==> src/sv/i2cms_pkg.sv <==
`timescale 1ns / 1ps

package i2cms_pkg;

    // Command codes carried in the func field of an input transfer
    localparam logic [2:0] FUNC_TICK  = 3'd0;
    localparam logic [2:0] FUNC_START = 3'd1;
    localparam logic [2:0] FUNC_STOP  = 3'd2;
    localparam logic [2:0] FUNC_WRITE = 3'd3;
    localparam logic [2:0] FUNC_READ  = 3'd4;

    // Configuration register indexes
    localparam int unsigned CFG_INDEX_W = 2;
    localparam int unsigned CFG_DATA_W  = 16;
    localparam logic [CFG_INDEX_W-1:0] CFG_HALF_PERIOD = 2'd0;
    localparam logic [CFG_INDEX_W-1:0] CFG_ACK_TIMEOUT = 2'd1;

    // Register values after reset
    localparam logic [15:0] HALF_PERIOD_RESET = 16'd5;
    localparam logic [7:0]  ACK_TIMEOUT_RESET = 8'd50;

    // Sequence currently being run
    typedef enum logic [5:0] {
        OP_IDLE     = 6'b000001,
        OP_START    = 6'b000010,
        OP_STOP     = 6'b000100,
        OP_WRITE    = 6'b001000,
        OP_READ     = 6'b010000,
        OP_FAILSTOP = 6'b100000
    } op_kind_t;

    // One input transfer
    typedef struct packed {
        logic [2:0] func;
        logic [7:0] data_byte;
        logic       send_ack;
        logic       sda_sample;
    } in_item_t;

    // One result transfer
    typedef struct packed {
        logic       scl_out;
        logic       sda_out;
        logic       busy_res;
        logic       done_res;
        logic       ack_failed;
        logic [7:0] read_byte;
        logic       rejected;
    } out_item_t;

endpackage

==> src/sv/i2cms_core.sv <==
`timescale 1ns / 1ps

module i2cms_core
(
    input  logic                                  clk,
    input  logic                                  rst_n,
    input  logic                                  accept,
    input  i2cms_pkg::in_item_t                   item,
    output i2cms_pkg::out_item_t                  result,
    input  logic                                  cfg_write,
    input  logic [i2cms_pkg::CFG_INDEX_W-1:0]     cfg_index,
    input  logic [i2cms_pkg::CFG_DATA_W-1:0]      cfg_data
);

    logic [15:0]          half_period_reg;
    logic [7:0]           ack_timeout_reg;

    i2cms_pkg::op_kind_t  op_reg, op_next;
    logic [3:0]           step_reg, step_next;
    logic [3:0]           bit_count_reg, bit_count_next;
    logic [15:0]          wait_reg, wait_next;
    logic [7:0]           poll_reg, poll_next;
    logic [7:0]           shift_reg, shift_next;
    logic                 ack_choice_reg, ack_choice_next;
    logic                 scl_reg, scl_next;
    logic                 sda_reg, sda_next;
    logic [7:0]           last_read_reg, last_read_next;

    logic [15:0]          hold_val;
    logic                 fin;
    logic                 fail;
    logic                 rej;
    logic                 do_expire;
    logic                 do_poll;

    // A zero half period still holds each level for one tick.
    assign hold_val = (half_period_reg == 16'd0) ? 16'd1 : half_period_reg;

    // Configuration registers; writes beyond the list are dropped.
    always_ff @(posedge clk or negedge rst_n)
    begin
        if (!rst_n)
        begin
            half_period_reg <= i2cms_pkg::HALF_PERIOD_RESET;
            ack_timeout_reg <= i2cms_pkg::ACK_TIMEOUT_RESET;
        end
        else if (cfg_write)
        begin
            if (cfg_index == i2cms_pkg::CFG_HALF_PERIOD)
            begin
                half_period_reg <= cfg_data;
            end
            else if (cfg_index == i2cms_pkg::CFG_ACK_TIMEOUT)
            begin
                ack_timeout_reg <= cfg_data[7:0];
            end
        end
    end

    // Next sequencer state for the item being transferred.
    always_comb
    begin
        op_next         = op_reg;
        step_next       = step_reg;
        bit_count_next  = bit_count_reg;
        wait_next       = wait_reg;
        poll_next       = poll_reg;
        shift_next      = shift_reg;
        ack_choice_next = ack_choice_reg;
        scl_next        = scl_reg;
        sda_next        = sda_reg;
        last_read_next  = last_read_reg;
        fin             = 1'b0;
        fail            = 1'b0;
        rej             = 1'b0;
        do_expire       = 1'b0;
        do_poll         = 1'b0;

        // Decide what a tick does: count down the hold, poll, or advance.
        if (item.func == i2cms_pkg::FUNC_TICK)
        begin
            if (op_reg != i2cms_pkg::OP_IDLE)
            begin
                if (wait_reg != 16'd0)
                begin
                    wait_next = wait_reg - 16'd1;
                    do_expire = (wait_reg == 16'd1);
                end
                else if (op_reg == i2cms_pkg::OP_WRITE && step_reg == 4'd5)
                begin
                    do_poll = 1'b1;
                end
                else
                begin
                    do_expire = 1'b1;
                end
            end
        end
        else if (item.func <= i2cms_pkg::FUNC_READ)
        begin
            if (op_reg != i2cms_pkg::OP_IDLE)
            begin
                rej = 1'b1;
            end
            else
            begin
                bit_count_next = 4'd0;
                poll_next      = 8'd0;
                wait_next      = hold_val;
                step_next      = 4'd0;
                unique case (item.func)
                    i2cms_pkg::FUNC_START:
                    begin
                        op_next  = i2cms_pkg::OP_START;
                        sda_next = 1'b1;
                        scl_next = 1'b1;
                    end
                    i2cms_pkg::FUNC_STOP:
                    begin
                        op_next  = i2cms_pkg::OP_STOP;
                        sda_next = 1'b0;
                    end
                    i2cms_pkg::FUNC_WRITE:
                    begin
                        op_next    = i2cms_pkg::OP_WRITE;
                        sda_next   = item.data_byte[7];
                        shift_next = {item.data_byte[6:0], 1'b0};
                    end
                    default:
                    begin
                        op_next         = i2cms_pkg::OP_READ;
                        ack_choice_next = item.send_ack;
                        shift_next      = 8'd0;
                        sda_next        = 1'b1;
                        scl_next        = 1'b1;
                    end
                endcase
            end
        end

        // End of a hold: perform the next step of the running sequence.
        if (do_expire)
        begin
            unique case (op_reg)
                i2cms_pkg::OP_START:
                begin
                    if (step_reg == 4'd0)
                    begin
                        sda_next  = 1'b0;
                        wait_next = hold_val;
                        step_next = 4'd1;
                    end
                    else if (step_reg == 4'd1)
                    begin
                        scl_next  = 1'b0;
                        wait_next = hold_val;
                        step_next = 4'd2;
                    end
                    else
                    begin
                        op_next   = i2cms_pkg::OP_IDLE;
                        step_next = 4'd0;
                        wait_next = 16'd0;
                        fin       = 1'b1;
                    end
                end
                i2cms_pkg::OP_STOP,
                i2cms_pkg::OP_FAILSTOP:
                begin
                    if (step_reg == 4'd0)
                    begin
                        scl_next  = 1'b1;
                        wait_next = hold_val;
                        step_next = 4'd1;
                    end
                    else if (step_reg == 4'd1)
                    begin
                        sda_next  = 1'b1;
                        wait_next = hold_val;
                        step_next = 4'd2;
                    end
                    else
                    begin
                        op_next   = i2cms_pkg::OP_IDLE;
                        step_next = 4'd0;
                        wait_next = 16'd0;
                        fin       = 1'b1;
                        fail      = (op_reg == i2cms_pkg::OP_FAILSTOP);
                    end
                end
                i2cms_pkg::OP_WRITE:
                begin
                    if (step_reg == 4'd0)
                    begin
                        scl_next  = 1'b1;
                        wait_next = hold_val;
                        step_next = 4'd1;
                    end
                    else if (step_reg == 4'd1)
                    begin
                        scl_next  = 1'b0;
                        wait_next = hold_val;
                        step_next = 4'd2;
                    end
                    else if (step_reg == 4'd2)
                    begin
                        bit_count_next = bit_count_reg + 4'd1;
                        wait_next      = hold_val;
                        if (bit_count_next < 4'd8)
                        begin
                            sda_next   = shift_reg[7];
                            shift_next = {shift_reg[6:0], 1'b0};
                            step_next  = 4'd0;
                        end
                        else
                        begin
                            sda_next  = 1'b1;
                            step_next = 4'd3;
                        end
                    end
                    else if (step_reg == 4'd3)
                    begin
                        scl_next  = 1'b1;
                        wait_next = hold_val;
                        step_next = 4'd4;
                    end
                    else if (step_reg == 4'd4)
                    begin
                        // The first ACK sample is taken on this same tick.
                        step_next = 4'd5;
                        wait_next = 16'd0;
                        poll_next = 8'd0;
                        do_poll   = 1'b1;
                    end
                    else
                    begin
                        op_next   = i2cms_pkg::OP_IDLE;
                        step_next = 4'd0;
                        wait_next = 16'd0;
                        fin       = 1'b1;
                    end
                end
                i2cms_pkg::OP_READ:
                begin
                    unique case (step_reg)
                        4'd0:
                        begin
                            shift_next = {shift_reg[6:0], item.sda_sample};
                            scl_next   = 1'b0;
                            wait_next  = hold_val;
                            step_next  = 4'd1;
                        end
                        4'd1:
                        begin
                            bit_count_next = bit_count_reg + 4'd1;
                            wait_next      = hold_val;
                            if (bit_count_next < 4'd8)
                            begin
                                scl_next  = 1'b1;
                                step_next = 4'd0;
                            end
                            else
                            begin
                                last_read_next = shift_reg;
                                if (ack_choice_reg)
                                begin
                                    scl_next  = 1'b0;
                                    step_next = 4'd2;
                                end
                                else
                                begin
                                    sda_next  = 1'b1;
                                    step_next = 4'd7;
                                end
                            end
                        end
                        4'd2:
                        begin
                            sda_next  = 1'b0;
                            wait_next = hold_val;
                            step_next = 4'd3;
                        end
                        4'd3:
                        begin
                            scl_next  = 1'b1;
                            wait_next = hold_val;
                            step_next = 4'd4;
                        end
                        4'd4:
                        begin
                            scl_next  = 1'b0;
                            wait_next = hold_val;
                            step_next = 4'd5;
                        end
                        4'd5:
                        begin
                            sda_next  = 1'b1;
                            wait_next = hold_val;
                            step_next = 4'd6;
                        end
                        4'd7:
                        begin
                            scl_next  = 1'b1;
                            wait_next = hold_val;
                            step_next = 4'd8;
                        end
                        4'd8:
                        begin
                            scl_next  = 1'b0;
                            wait_next = hold_val;
                            step_next = 4'd9;
                        end
                        default:
                        begin
                            op_next   = i2cms_pkg::OP_IDLE;
                            step_next = 4'd0;
                            wait_next = 16'd0;
                            fin       = 1'b1;
                        end
                    endcase
                end
                default:
                begin
                    op_next   = i2cms_pkg::OP_IDLE;
                    step_next = 4'd0;
                    wait_next = 16'd0;
                    fin       = 1'b1;
                end
            endcase
        end

        // ACK poll: a low sample ends it, too many high samples fail.
        if (do_poll)
        begin
            if (!item.sda_sample)
            begin
                scl_next  = 1'b0;
                wait_next = hold_val;
                step_next = 4'd6;
            end
            else if (poll_next >= ack_timeout_reg)
            begin
                op_next   = i2cms_pkg::OP_FAILSTOP;
                sda_next  = 1'b0;
                wait_next = hold_val;
                step_next = 4'd0;
            end
            else
            begin
                poll_next = poll_next + 8'd1;
            end
        end
    end

    // Result fields follow from the new state.
    always_comb
    begin
        result.scl_out    = scl_next;
        result.sda_out    = sda_next;
        result.busy_res   = (op_next != i2cms_pkg::OP_IDLE);
        result.done_res   = fin;
        result.ack_failed = fail;
        result.read_byte  = last_read_next;
        result.rejected   = rej;
    end

    // Sequencer state, updated once per input transfer.
    always_ff @(posedge clk or negedge rst_n)
    begin
        if (!rst_n)
        begin
            op_reg         <= i2cms_pkg::OP_IDLE;
            step_reg       <= 4'd0;
            bit_count_reg  <= 4'd0;
            wait_reg       <= 16'd0;
            poll_reg       <= 8'd0;
            shift_reg      <= 8'd0;
            ack_choice_reg <= 1'b0;
            scl_reg        <= 1'b1;
            sda_reg        <= 1'b1;
            last_read_reg  <= 8'd0;
        end
        else if (accept)
        begin
            op_reg         <= op_next;
            step_reg       <= step_next;
            bit_count_reg  <= bit_count_next;
            wait_reg       <= wait_next;
            poll_reg       <= poll_next;
            shift_reg      <= shift_next;
            ack_choice_reg <= ack_choice_next;
            scl_reg        <= scl_next;
            sda_reg        <= sda_next;
            last_read_reg  <= last_read_next;
        end
    end

endmodule

==> src/sv/i2c_master_bit_sequencer.sv <==
`timescale 1ns / 1ps
// Results are registered in an output buffer whose head is presented on out_item.
// One item per cycle while in_ready is high; each updates the sequencer in one pass.
// A two-entry output buffer lets one more item be taken while a result waits to be taken.
// Reset: asynchronous, active low; the bus lines are released, the sequencer is idle and
// the half period and ACK timeout registers return to 5 and 50.

module i2c_master_bit_sequencer
(
    input  logic                                  clk,
    input  logic                                  rst_n,
    input  logic                                  in_valid,
    output logic                                  in_ready,
    input  i2cms_pkg::in_item_t                   in_item,
    output logic                                  out_valid,
    input  logic                                  out_ready,
    output i2cms_pkg::out_item_t                  out_item,
    input  logic                                  cfg_valid,
    output logic                                  cfg_ready,
    input  logic [i2cms_pkg::CFG_INDEX_W-1:0]     cfg_index,
    input  logic [i2cms_pkg::CFG_DATA_W-1:0]      cfg_data
);

    i2cms_pkg::out_item_t  result;
    i2cms_pkg::out_item_t  head_reg;
    i2cms_pkg::out_item_t  skid_reg;
    logic                  head_valid_reg;
    logic                  skid_valid_reg;
    logic                  push;
    logic                  pop;

    // Handshake
    assign cfg_ready = 1'b1;
    assign in_ready  = !skid_valid_reg;
    assign push      = in_valid && in_ready;
    assign pop       = head_valid_reg && out_ready;
    assign out_valid = head_valid_reg;
    assign out_item  = head_reg;

    i2cms_core u_core
    (
        .clk       (clk),
        .rst_n     (rst_n),
        .accept    (push),
        .item      (in_item),
        .result    (result),
        .cfg_write (cfg_valid && cfg_ready),
        .cfg_index (cfg_index),
        .cfg_data  (cfg_data)
    );

    // Output buffer control: head holds the oldest result, skid the next one.
    always_ff @(posedge clk or negedge rst_n)
    begin
        if (!rst_n)
        begin
            head_valid_reg <= 1'b0;
            skid_valid_reg <= 1'b0;
        end
        else if (skid_valid_reg)
        begin
            if (pop)
            begin
                skid_valid_reg <= 1'b0;
            end
        end
        else if (push)
        begin
            if (head_valid_reg && !pop)
            begin
                skid_valid_reg <= 1'b1;
            end
            head_valid_reg <= 1'b1;
        end
        else if (pop)
        begin
            head_valid_reg <= 1'b0;
        end
    end

    // Output buffer payload
    always_ff @(posedge clk)
    begin
        if (skid_valid_reg)
        begin
            if (pop)
            begin
                head_reg <= skid_reg;
            end
        end
        else if (push)
        begin
            if (head_valid_reg && !pop)
            begin
                skid_reg <= result;
            end
            else
            begin
                head_reg <= result;
            end
        end
    end

endmodule
==> config.mk <==
export PLATFORM = sky130hd
export DESIGN_NAME = i2c_master_bit_sequencer
export DESIGN_NICKNAME = d
export VERILOG_FILES = /design/src/sv/i2cms_pkg.sv /design/src/sv/i2cms_core.sv /design/src/sv/i2c_master_bit_sequencer.sv
export SDC_FILE = /design/constraint.sdc
export NUM_CORES = 1
export LEC_CHECK = 0
export ABC_AREA = 1
export BUFFER_PORTS_ARGS = -buffer_cell sky130_fd_sc_hd__clkbuf_2
export CORE_MARGIN = 5
export CORE_UTILIZATION = 53
export DETAILED_ROUTE_END_ITERATION = 10
export MAX_ROUTING_LAYER = met4
export PLACE_DENSITY = 0.72
export SLEW_MARGIN = 20
export SYNTH_ARGS = -nofsm -noshare
export SYNTH_HDL_FRONTEND = slang
export SYNTH_SLANG_ARGS = --single-unit
==> constraint.sdc <==
create_clock -name clk -period 3.8 [get_ports clk]
set_input_delay 0.38 -clock clk [delete_from_list [all_inputs] [get_ports clk]]
set_output_delay 0.38 -clock clk [all_outputs]
set_load 0.02 [all_outputs]
## Word-level counts from Yosys, hierarchy flattened

Index checks and enable logic that the tools add are counted.

| word-level totals | value |
|---|---|
| logic and storage cells | 257 |
| register bits after elaboration | 111 |
| output and inout port bits | 17 |
| memory bits (read-only) | 0 |
| memories kept | 0 |
| RAM bits | 0 |
| bits in latches | 0 |

| cells by class | value |
|---|---|
| multipliers | 0 |
| multiplexer cells | 170 |
| add/sub/neg operators | 3 |
| reductions and logical operators | 27 |
| order comparisons | 3 |
| equality and inequality tests | 21 |
| bitwise logic cells | 5 |
| shift-type cells | 0 |
| divide/modulo/power cells | 0 |

Operator list:

| operator | number |
|---|---|
| $mux W16 | 17 |
| $mux W8 | 26 |
| $mux W6 | 15 |
| $mux W4 | 21 |
| $mux W1 | 69 |
| $mux W14 | 4 |
| $pmux W16 S3 | 1 |
| $pmux W4 S8 | 1 |
| $pmux W8 S2 | 2 |
| $pmux W6 S3 | 1 |
| $eq A16 B1 Y1 const B | 1 |
| $logic_not A16 Y1 | 1 |
| $reduce_bool A16 Y1 | 1 |
| $sub A16 B1 Y16 const B | 1 |
| $pmux W5 S3 | 1 |
| $eq A4 B3 Y1 const B | 3 |
| $ne A6 B1 Y1 const B | 2 |
| $pmux W4 S3 | 1 |
| $pmux W1 S3 | 3 |
| $reduce_and A3 Y1 | 3 |
| $reduce_or A3 Y1 | 3 |
| $add A8 B1 Y8 const B | 1 |
| $eq A4 B2 Y1 const B | 2 |
| $ge A8 B8 Y1 | 1 |
| 31 further kinds | 48 |

## Logic depth before layout (Yosys ltp)

Gate-level depths: netlist (run 1).

| logic depth | value |
|---|---|
| word-level depth | 19 |
| mapped depth | 22 |

## Hierarchy

A second synthesis (run 1) with hierarchy kept.

| second synthesis, totals | value |
|---|---|
| cell total of the unflattened synthesis | 1041 |
| area total of the unflattened synthesis | 7435.9 µm² |

By module, submodules not included:

| module | cells each | times used | area an instance (µm²) |
|---|---|---|---|
| i2cms_core | 948 | 1 | 6274.8 |
| i2c_master_bit_sequencer | 93 | 1 | 1161.1 |

## Least setup slack after synthesis (run 1)

OpenSTA, ideal clock, no wires.

| timing path | value |
|---|---|
| path kind | input -> register |
| from | in in_item[11] (netlist name) |
| to | reg head_reg, in the netlist out_item[11], data pin |
| cell stages on the path | 21 |
| data required time | 3546 ps |
| path slack | 759 ps |
| arrival time | 2787 ps |
| cells stage by stage | nor2_1 > ha_1 > clkbuf_1 > nand2_1 > nor2_4 > nand3_2 > buf_4 > nand2_1 > inv_1 > ha_1 > nand2_1 > nor2_1 > nand4_1 > nand3_1 > nand3_2 > nand2_1 > inv_2 > nand2_1 > nand3_1 > nand2_1 > nand2_1 |

RTL lines:

| item | RTL line | RTL |
|---|---|---|
| from (decl) | i2c_master_bit_sequencer.sv:14 | `input i2cms_pkg::in_item_t in_item,` |
| to (signal assigned) | i2c_master_bit_sequencer.sv:88 | `head_reg <= skid_reg;` |
| to (signal assigned) | i2c_master_bit_sequencer.sv:99 | `head_reg <= result;` |
| to (decl) | i2c_master_bit_sequencer.sv:25 | `i2cms_pkg::out_item_t head_reg;` |

==> run metrics, run 1 <==
crit path max fanout 14; Post-synth top flop dfrtp_1; status completed; layout cells sized above 1 15.4%; Fin. Hold Viols 0; placed insts around 1200; Critical path origin u_core.op_reg[0]; Critical Path AT about 3500 ps; Final #Nets about 1100; PortBufs between 50 and 60; CTS H-Tree Depth 3; CP Class reg2reg; P&R area growth vs syn 10.3%; Setup violations, final 0; R2R Path End out_item[11]; Critical Path End out_item[11]; #FFs+latches synth between 100 and 150; global-route wire length before repair 30000 microns; Clock transition at path regs 80 ps; post-cts resize count 0; setup tns final 0 ps; Placeable Area about 0.013 sq mm; Fmax around 290 MHz; Pre-antenna DRT Iters 5; clk sinks around 110; Max VDD drop ~390 uV; hpwl dp between 10000 and 15000 microns; Non-Filler Instances 1206; r2r setup slk ~400 ps; fin crit share between 80% and 90%; initial antenna violation count 0; Syn Area/Cell roughly 7.3 sq um; Via density about 5.5; clk_skew 9.17 ps; RSZ-0062 raised after global routing no; Pwr Density ~300 mW/mm^2; Critical-path top delay cell dfstp_2; chip width roughly 130 microns; leading area contributor after synthesis dfrtp_1; Inserted Clock Buffers 9; Post-synth EDFFs 28; Min Clock Period, post-route between 3000 and 4000 ps; hold_buf cts 0; Seq/Total Area, Yosys between 40% and 50%; slew of the pin with the lowest slew margin 934 ps; Slew HR about 38%; CP endpoint kind register; syn_nets approximately 1000; DRT Wirelength roughly 18000 microns; asr flop ratio synth approximately 75%; die area ~0.016 sq mm; Crit path depth 21; WL per Instance ~15 microns; most used cell along the critical path nand2_1; drt drc 0; max-cap violations 0; initial DRC count 557; R2R depth 21; crit-path leading delay family simple AND/OR/NAND/NOR gates; Gate Count Post-Synth roughly 1000; antenna-violating nets left 0; post-CTS setup buffers 0; Mapped Area ~0.0072 sq mm; initial core utilization a little over half; largest cells by area after synthesis dfrtp_1, nand2_1, edfxtp_1, o21ai_0, inv_1; Startpoint Class register; clk_lat worst skew about 360 ps; FP Rows 42; worst hold path type in2async; GRT overflow 0; routed vias ~6600; Pleak around 4 nW; Ports between 50 and 60; Antenna Cells 0; Buf+Inv Stages, Crit Path 5; Die H between 100 and 150 microns; Tot GR Track Use 23.4%; Slowest Stage Delay on Critical Path 540 ps; Slew Limit Fails 0; post-synth cell types 52; largest net degree at the start of global routing 74; Yosys top cell area share between 20% and 30%; vias in the first global route 6252; TritonCTS clock tree done; synth warn 0; most instantiated library cell after synthesis nand2_1; R2R Path Start u_core.op_reg[0]; CP Cell Sequence inv_1 > nor2_1 > nand3_2 > inv_2 > nand2_1 > inv_2 > nor2_1 > nand2_1 > inv_1 > ha_1 > nand2_1 > nor2_1 > nand4_1 > nand3_1 > nand3_2 > nand2_1 > inv_2 > nand2_1 > nand3_1 > nand2_1 > nand2_1; root buf cell clkbuf_16; Placer Congestion slightly below 1; CTS Buffer Depth 2; top cells by count, synth nand2_1, inv_1, o21ai_0, dfrtp_1, nor2_1; CP Data Required Time just under 4000 ps
## kinds of logic after synthesis
| group | after synthesis | share of synthesized area [%] |
|---|---|---|
| XOR/XNOR | 12 | 1.45 |
| flip-flops | 111 | 40.5 |
| AND/OR/NAND/NOR | 467 | 28.8 |
| multiplexers | 9 | 1.40 |
| buffers and inverters | 158 | 8.63 |
| other | 1 | 0.0519 |
| AO/OA/AOI/OAI | 213 | 16.8 |
| adder cells (fa/ha/maj) | 14 | 2.42 |
## worst min path at each step
stage | to | startpoint | cells after the start | slack [ps]
after global placement | u_core.scl_reg | u_core.scl_reg | 2 | 450
after global routing | u_core.half_period_reg[12] | rst_n | 1 | 240
final | u_core.wait_reg[8] | rst_n | 1 | 160
after CTS | u_core.step_reg[3] | rst_n | 1 | 210
after floorplan | out_valid | rst_n | 0 | 80
after detailed placement | u_core.scl_reg | u_core.scl_reg | 2 | 460
## layout make-up
type                            instances  area (sq um)
Tap cell                              176           220
Clock inverter                          7          77.6
Multi-Input combinational cell        716          3700
Sequential cell                       111          2930
Timing Repair Buffer                   66           370
Inverter                              121           457
Clock buffer                            9           225
Fill cell                            1222          5320
## layer usage
metal	GRT usage, %	vias up	part of all wire [%]
met4	9.21	0	2.8
met5	-	-	0
met1	29.9	3025	45
met2	37.7	202	47
met3	3.11	39	5.1
li1	-	3337	-
## where the power goes
part	switching [mW]	internal, mW
combinational	0.0890	0.0630
clock	0.464	0.520
sequential	0.0436	1.27
total	0.597	1.85
## metrics by stage
| stage | instance area [sq um] | hold slack (ps) | worst slack [ps] | power (mW) | util [%] |
|---|---|---|---|---|---|
| after floorplan | 7230 | 84.4 | 759 | 1.41 | - |
| after global placement | 7660 | 454 | 331 | 1.48 | 57.6 |
| after detailed placement | 7660 | 463 | 295 | 1.49 | 57.6 |
| after CTS | 7960 | 206 | 268 | 2.47 | 59.9 |
| after global routing | 7980 | 235 | 9.38 | 2.55 | 60.0 |
| final | 7980 | 158 | 403 | 2.45 | 60.0 |
## cell usage in the layout (no fill, tap or decap), types with 3 or more instances in the layout
| master | n |
|---|---|
| nand3_2 | 8 |
| clkbuf_2 | 50 |
| a31oi_1 | 7 |
| nor3_1 | 7 |
| nor2_1 | 71 |
| o211ai_1 | 5 |
| nand4_1 | 13 |
| o21ai_1 | 9 |
| nand2_2 | 8 |
| o31ai_1 | 4 |
| inv_1 | 108 |
| a21oi_1 | 51 |
| dfrtp_1 | 75 |
| nor2_4 | 4 |
| nand3_1 | 61 |
| nand2_1 | 269 |
| ha_1 | 14 |
| mux2_2 | 9 |
| inv_2 | 11 |
| o21ai_0 | 102 |
| edfxtp_1 | 28 |
| clkbuf_16 | 9 |
| a21boi_0 | 3 |
| nor2_2 | 8 |
| o21ai_2 | 7 |
| xor2_1 | 11 |
| a22oi_1 | 15 |
| buf_4 | 16 |
| dfstp_2 | 8 |
| nor4_1 | 4 |
Power figures use the tool's default switching activity.
==> inputs of run 2 (changes only) <==
- CORE_ASPECT_RATIO: not set -> 1.75
- GPL_TIMING_DRIVEN: not set -> 0
- PLACE_DENSITY: 0.72 -> not set
- PLACE_DENSITY_LB_ADDON: not set -> 0.25
==> run 2 against run 1 <==
Against the previous run:
- worst setup slack worse by 150 ps
- combinational power up 4%
- clock-buffer cell count unchanged
- power about the same
- via count up 4.8%
- critical path depth down 1
- sequential power about the same
- hold slack worse by 110 ps
- register-to-register slack worse by 150 ps
- critical path type unchanged
- largest cell class unchanged
- highest routed layer unchanged
==> run metrics, run 2 (same netlist as run 1, synthesis figures left out) <==
CP Data Required Time 3930 ps (was 3920 ps); vias in the first global route 6861 (was 6252); hold_buf cts 0 (unchanged); Buf+Inv Stages, Crit Path 4 (was 5); GRT met3 Usage 3.34% (was 3.11%); Slowest Stage Delay on Critical Path 360 ps (was 540 ps); routed vias 6918 (was 6603); drt drc 0 (unchanged); WL per Instance 17.3 microns (was 14.8 microns); Slew Limit Fails 0 (unchanged); commonest cells after routing, fill and taps aside nand2_1, inv_1, o21ai_0 (unchanged); crit-path leading delay family simple AND/OR/NAND/NOR gates (unchanged); Tot GR Track Use 27.3% (was 23.4%); Multi-input gate area 0.00370 sq mm (about the same); DRT Wirelength 21200 microns (was 17900 microns); Final #Nets 1097 (was 1075); max-cap violations 0 (unchanged); design area 0.00804 sq mm (was 0.00798 sq mm); CTS H-Tree Depth 3 (unchanged); Pwr Density 304 mW/mm^2 (was 307 mW/mm^2); worst hold path type in2async (unchanged); Max VDD drop 208 uV (was 390 uV); PortBufs 51 (unchanged); CP Class reg2reg (unchanged); initial antenna violation count 0 (unchanged); most common cell after layout, fill and taps aside nand2_1 (unchanged); Fmax 282 MHz (was 294 MHz); Critical Path AT 3680 ps (was 3520 ps); Slew HR 39.2% (was 37.7%); P&R area growth vs syn 11.2% (was 10.3%); Setup violations, final 0 (unchanged); status completed (unchanged); Min Clock Period, post-route 3550 ps (was 3400 ps); initial DRC count 414 (was 557); Via density 5.64 (was 5.48); Placeable Area 0.0134 sq mm (was 0.0133 sq mm); Fillers 1314 (was 1222); hold slack 50.3 ps (was 158 ps); chip width 98.3 microns (was 127 microns); Pleak 3.91 nW (was 3.90 nW); Inserted Clock Buffers 9 (unchanged); clk_skew 13.5 ps (was 9.17 ps); crit path max fanout 10 (was 14); antenna-violating nets left 0 (unchanged); Ports 53 (unchanged); Startpoint Class register (unchanged); largest net degree at the start of global routing 84 (was 74); clk sinks 111 (unchanged); busiest grt layer met2 (unchanged); routing usage on met1 26.6% (was 29.9%); Critical-path top delay cell dfrtp_1 (was dfstp_2); Fin. Hold Viols 0 (unchanged); Die H 165 microns (was 127 microns); Placer Congestion 0.986 (was 0.962); clk_lat worst skew 370 ps (was 360 ps); CP Cell Sequence buf_2 > nor2_2 > nand2_1 > nor3_2 > nand3_2 > buf_4 > nand2_1 > inv_1 > ha_1 > nand2_1 > nor2_1 > nand4_1 > nand3_2 > nand3_2 > nand2_1 > inv_2 > nand2_1 > nand3_1 > nand2_1 > nand2_1 (was inv_1 > nor2_1 > nand3_2 > inv_2 > nand2_1 > inv_2 > nor2_1 > nand2_1 > inv_1 > ha_1 > nand2_1 > nor2_1 > nand4_1 > nand3_1 > nand3_2 > nand2_1 > inv_2 > nand2_1 > nand3_1 > nand2_1 > nand2_1); Placed Area 0.00772 sq mm (was 0.00766 sq mm); layout cells sized above 1 14.9% (was 15.4%); GRT overflow 0 (unchanged); FP Rows 56 (was 42); TritonCTS clock tree done (unchanged); root buf cell clkbuf_16 (unchanged); hpwl dp 16000 microns (was 12900 microns); initial core utilization 54.0% (was 54.4%); CTS Buffer Depth 2 (unchanged); most used cell along the critical path nand2_1 (unchanged); Clock transition at path regs 80 ps (about the same); fin crit share 93.4% (was 89.4%); FF+latch area 0.00293 sq mm (unchanged); die area 0.0162 sq mm (was 0.0161 sq mm); met2 usage 50.0% (was 37.7%); Antenna Cells 0 (unchanged); Pre-antenna DRT Iters 7 (was 5); slew of the pin with the lowest slew margin 908 ps (was 934 ps); global-route wire length before repair 33700 microns (was 30000 microns); CP endpoint kind register (unchanged)
==> run 2: cell types whose count changed in the layout (fill, tap and decap cells not counted), sizes merged <==
cell	delta
buf	-5
inv	+2
clkbuf	+27
clkinvlp	-1
bufinv	-1
==> run 2: final timing paths <==
| check | start | to | slack, ps | depth (start not counted) |
|---|---|---|---|---|
| max | u_core.step_reg[0] | out_item[11] | 250 | 20 |
| min | rst_n | u_core.poll_reg[7] | 50 | 1 |
| max reg2reg | u_core.step_reg[0] | out_item[11] | 250 | 20 |
| min reg2reg | u_core.scl_reg | u_core.scl_reg | 470 | 2 |
| max in group asynchronous | rst_n | u_core.shift_reg[0] | 3240 | 1 |
| min in group clk | cfg_data[11] | u_core.half_period_reg[11] | 240 | 2 |
==> run 2: stage by stage <==
stage / util (%) / worst slack, ps / setup TNS [ps] / std cells / power, mW
6_report: 60.1 / 251 / 0 / 1226 / 2.45
2_1_floorplan: - / 759 / 0 / 985 / 1.41
3_3_place_gp: 57.6 / -73.6 / -228 / 1210 / 1.48
3_5_place_dp: 57.7 / -101 / -218 / 1210 / 1.49
5_1_grt: 60.1 / -14.2 / -14.2 / 1226 / 2.53
4_1_cts: 59.9 / 13.2 / 0 / 1226 / 2.45
==> run 2: final cells by class <==
| class | count | area share, % |
|---|---|---|
| flip-flops and latches | 111 | 36.4 |
| clock inverters | 7 | 0.887 |
| multi-input cells | 716 | 46.0 |
| inverters | 121 | 5.68 |
| well taps | 174 | 2.71 |
| plain buffers | 36 | 2.10 |
| clock buffers | 9 | 2.80 |
| repair buffers | 52 | 3.38 |
==> run 2: report_power, final <==
part | internal [mW] | switching, mW
combinational | 0.0640 | 0.0943
sequential | 1.27 | 0.0398
clock | 0.470 | 0.511
total | 1.80 | 0.645
==> run 2: routing by layer <==
| metal | vias up | share of wire [%] |
|---|---|---|
| met5 | - | 0 |
| met4 | 0 | 7.0 |
| met3 | 98 | 4.5 |
| met2 | 223 | 53 |
| met1 | 3223 | 36 |
| li1 | 3374 | - |
==> run 2: timing repair <==
action / in CTS / in global routing
endpoints found under the setup margin: 0 / 20
setup buffers: 0 / 1
gates resized for setup: 0 / 6
==> inputs of run 3 (changes only) <==
- CORE_MARGIN: 5 -> 8
==> run 3 against run 2 <==
Against the previous run:
- final area is 0.12% lower
- first-iteration DRC count is 20% higher
- clock-buffer cell count stayed put
- register-to-register slack hardly changed
- sequential cell count stayed put
- routed wire length hardly changed
- critical path type unchanged
- highest routed layer unchanged
==> run metrics, run 3 (same netlist as run 1, synthesis figures left out) <==
Total Power 2.42 mW (was 2.45 mW); Tot GR Track Use 24.7% (was 27.3%); Max VDD drop 289 uV (was 208 uV); Pleak 3.90 nW (was 3.91 nW); crit path max fanout 10 (unchanged); DRT Wirelength 21200 microns (about the same); post-CTS setup buffers 0 (unchanged); Non-Filler Instances 1226 (unchanged); Setup violations, final 0 (unchanged); Pwr Density 301 mW/mm^2 (was 304 mW/mm^2); Antenna Cells 0 (unchanged); RSZ-0062 raised after global routing no; initial DRC count 495 (was 414); worst hold path type in2async (unchanged); drt drc 0 (unchanged); antenna-violating nets left 0 (unchanged); PortBufs 51 (unchanged); commonest cells after routing, fill and taps aside nand2_1, inv_1, o21ai_0 (unchanged); CP endpoint kind register (unchanged); most common cell after layout, fill and taps aside nand2_1 (unchanged); CP Data Required Time 4060 ps (was 3930 ps); Clock transition at path regs 80 ps (about the same); chip width 104 microns (was 98.3 microns); Ports 53 (unchanged); initial core utilization 54.0% (unchanged); vias in the first global route 6783 (was 6861); Final #Nets 1097 (unchanged); initial antenna violation count 0 (unchanged); clk sinks 111 (unchanged); fin crit share 93.4% (about the same); Slew Limit Fails 0 (unchanged); clk_skew 9.56 ps (was 13.5 ps); Critical Path AT 3810 ps (was 3680 ps); status completed (unchanged); Startpoint Class register (unchanged); post-cts resize count 0 (unchanged); placed insts 1210 (unchanged); WL per Instance 17.3 microns (about the same); routed vias 6925 (was 6918); Fillers 1311 (was 1314); Slew HR 39.8% (was 39.2%); Fmax 282 MHz (about the same); CTS Buffer Depth 2 (unchanged); Inserted Clock Buffers 9 (unchanged); layout cells sized above 1 14.7% (was 14.9%); root buf cell clkbuf_16 (unchanged); slew of the pin with the lowest slew margin 899 ps (was 908 ps); Via density 5.65 (was 5.64); TritonCTS clock tree done (unchanged); hpwl dp 16200 microns (was 16000 microns); FP Rows 56 (unchanged); CP Class reg2reg (unchanged); Die H 171 microns (was 165 microns); Placeable Area 0.0134 sq mm (unchanged); Placer Congestion 0.995 (was 0.986); clk_lat worst skew 360 ps (was 370 ps); Fin. Hold Viols 0 (unchanged); global-route wire length before repair 33900 microns (was 33700 microns); CTS H-Tree Depth 3 (unchanged); GRT overflow 0 (unchanged); largest net degree at the start of global routing 84 (unchanged); hold_buf cts 0 (unchanged); Pre-antenna DRT Iters 5 (was 7); utilization after layout 60.0% (was 60.1%); P&R area growth vs syn 11.0% (was 11.2%); die area 0.0178 sq mm (was 0.0162 sq mm); max-cap violations 0 (unchanged); Min Clock Period, post-route 3550 ps (about the same)
-- run 3: changes by cell type in the layout (fill, tap and decap cells not counted) --
cell        change
clkbuf_4        -2
clkinvlp_4      +2
inv_8           -2
buf_6           +1
clkbuf_1        +1
clkinv_4        -1
inv_6           +1
nand3_1         -1
nand3_2         +1
nor2_1          +1
nor2_2          -1
nor3_1          +1
nor3_2          -1
-- run 3: final timing paths --
path | cells after the start | slack, ps | startpoint | endpoint
worst min-delay path | 1 | 40 | rst_n | u_core.ack_timeout_reg[6]
worst max register to register | 21 | 250 | u_core.op_reg[0] | u_core.wait_reg[11]
max in group asynchronous | 1 | 3230 | rst_n | u_core.shift_reg[1]
min in group clk | 3 | 240 | cfg_data[1] | u_core.ack_timeout_reg[1]
worst min register to register | 2 | 480 | u_core.scl_reg | u_core.scl_reg
worst max-delay path | 21 | 250 | u_core.op_reg[0] | u_core.wait_reg[11]
-- run 3: final cells by class --
cell class | count | area [sq um] | area share (%)
multi-input combinational | 716 | 3700 | 46.0
sequential | 111 | 2930 | 36.5
inverter | 121 | 457 | 5.69
timing repair buffer | 51 | 264 | 3.29
clock buffer | 9 | 225 | 2.81
tap | 174 | 218 | 2.71
buffer | 37 | 176 | 2.20
clock inverter | 7 | 63.8 | 0.795
-- run 3: stage by stage --
step           area [sq um]  hold slack, ps  setup TNS [ps]  worst slack (ps)
2_1_floorplan          7230            84.4               0               759
3_3_place_gp           7700             455            -102             -59.1
3_5_place_dp           7720             461            -240             -94.5
4_1_cts                8010            90.9               0               111
5_1_grt                8030             111               0              3.41
6_report               8030            44.7               0               250
-- run 3: routing by layer --
metal  GRT usage (%)  routed length, microns  vias up
met2            44.3                   11300      239
met5               -                       0        -
met3            3.39                     927       71
met1            24.4                    7750     3231
met4            16.3                    1230        0
li1                -                       -     3384
-- run 3: power by group --
part           switching [mW]  internal, mW  leakage (nW)
sequential             0.0404          1.27          1.22
clock                   0.491         0.461         0.136
combinational          0.0952        0.0646          2.54
total                   0.627          1.79          3.90
-- run 3: critical path: stages, from the launching register on --
cell and delay [ps]:
dfstp_2 550, inv_1 70, nor2_1 110, nand3_2 180, inv_2 150, nand2_1 160, inv_2 150, buf_4 220
nor2_1 60, nand2_1 80, inv_1 70, ha_1 320, a21oi_1 160, o21ai_0 90, nand2_1 80, nand3_2 120
o21ai_0 320, o21ai_0 280, nand2_1 110, nand2_1 60, nand2_1 50, nand2_1 50
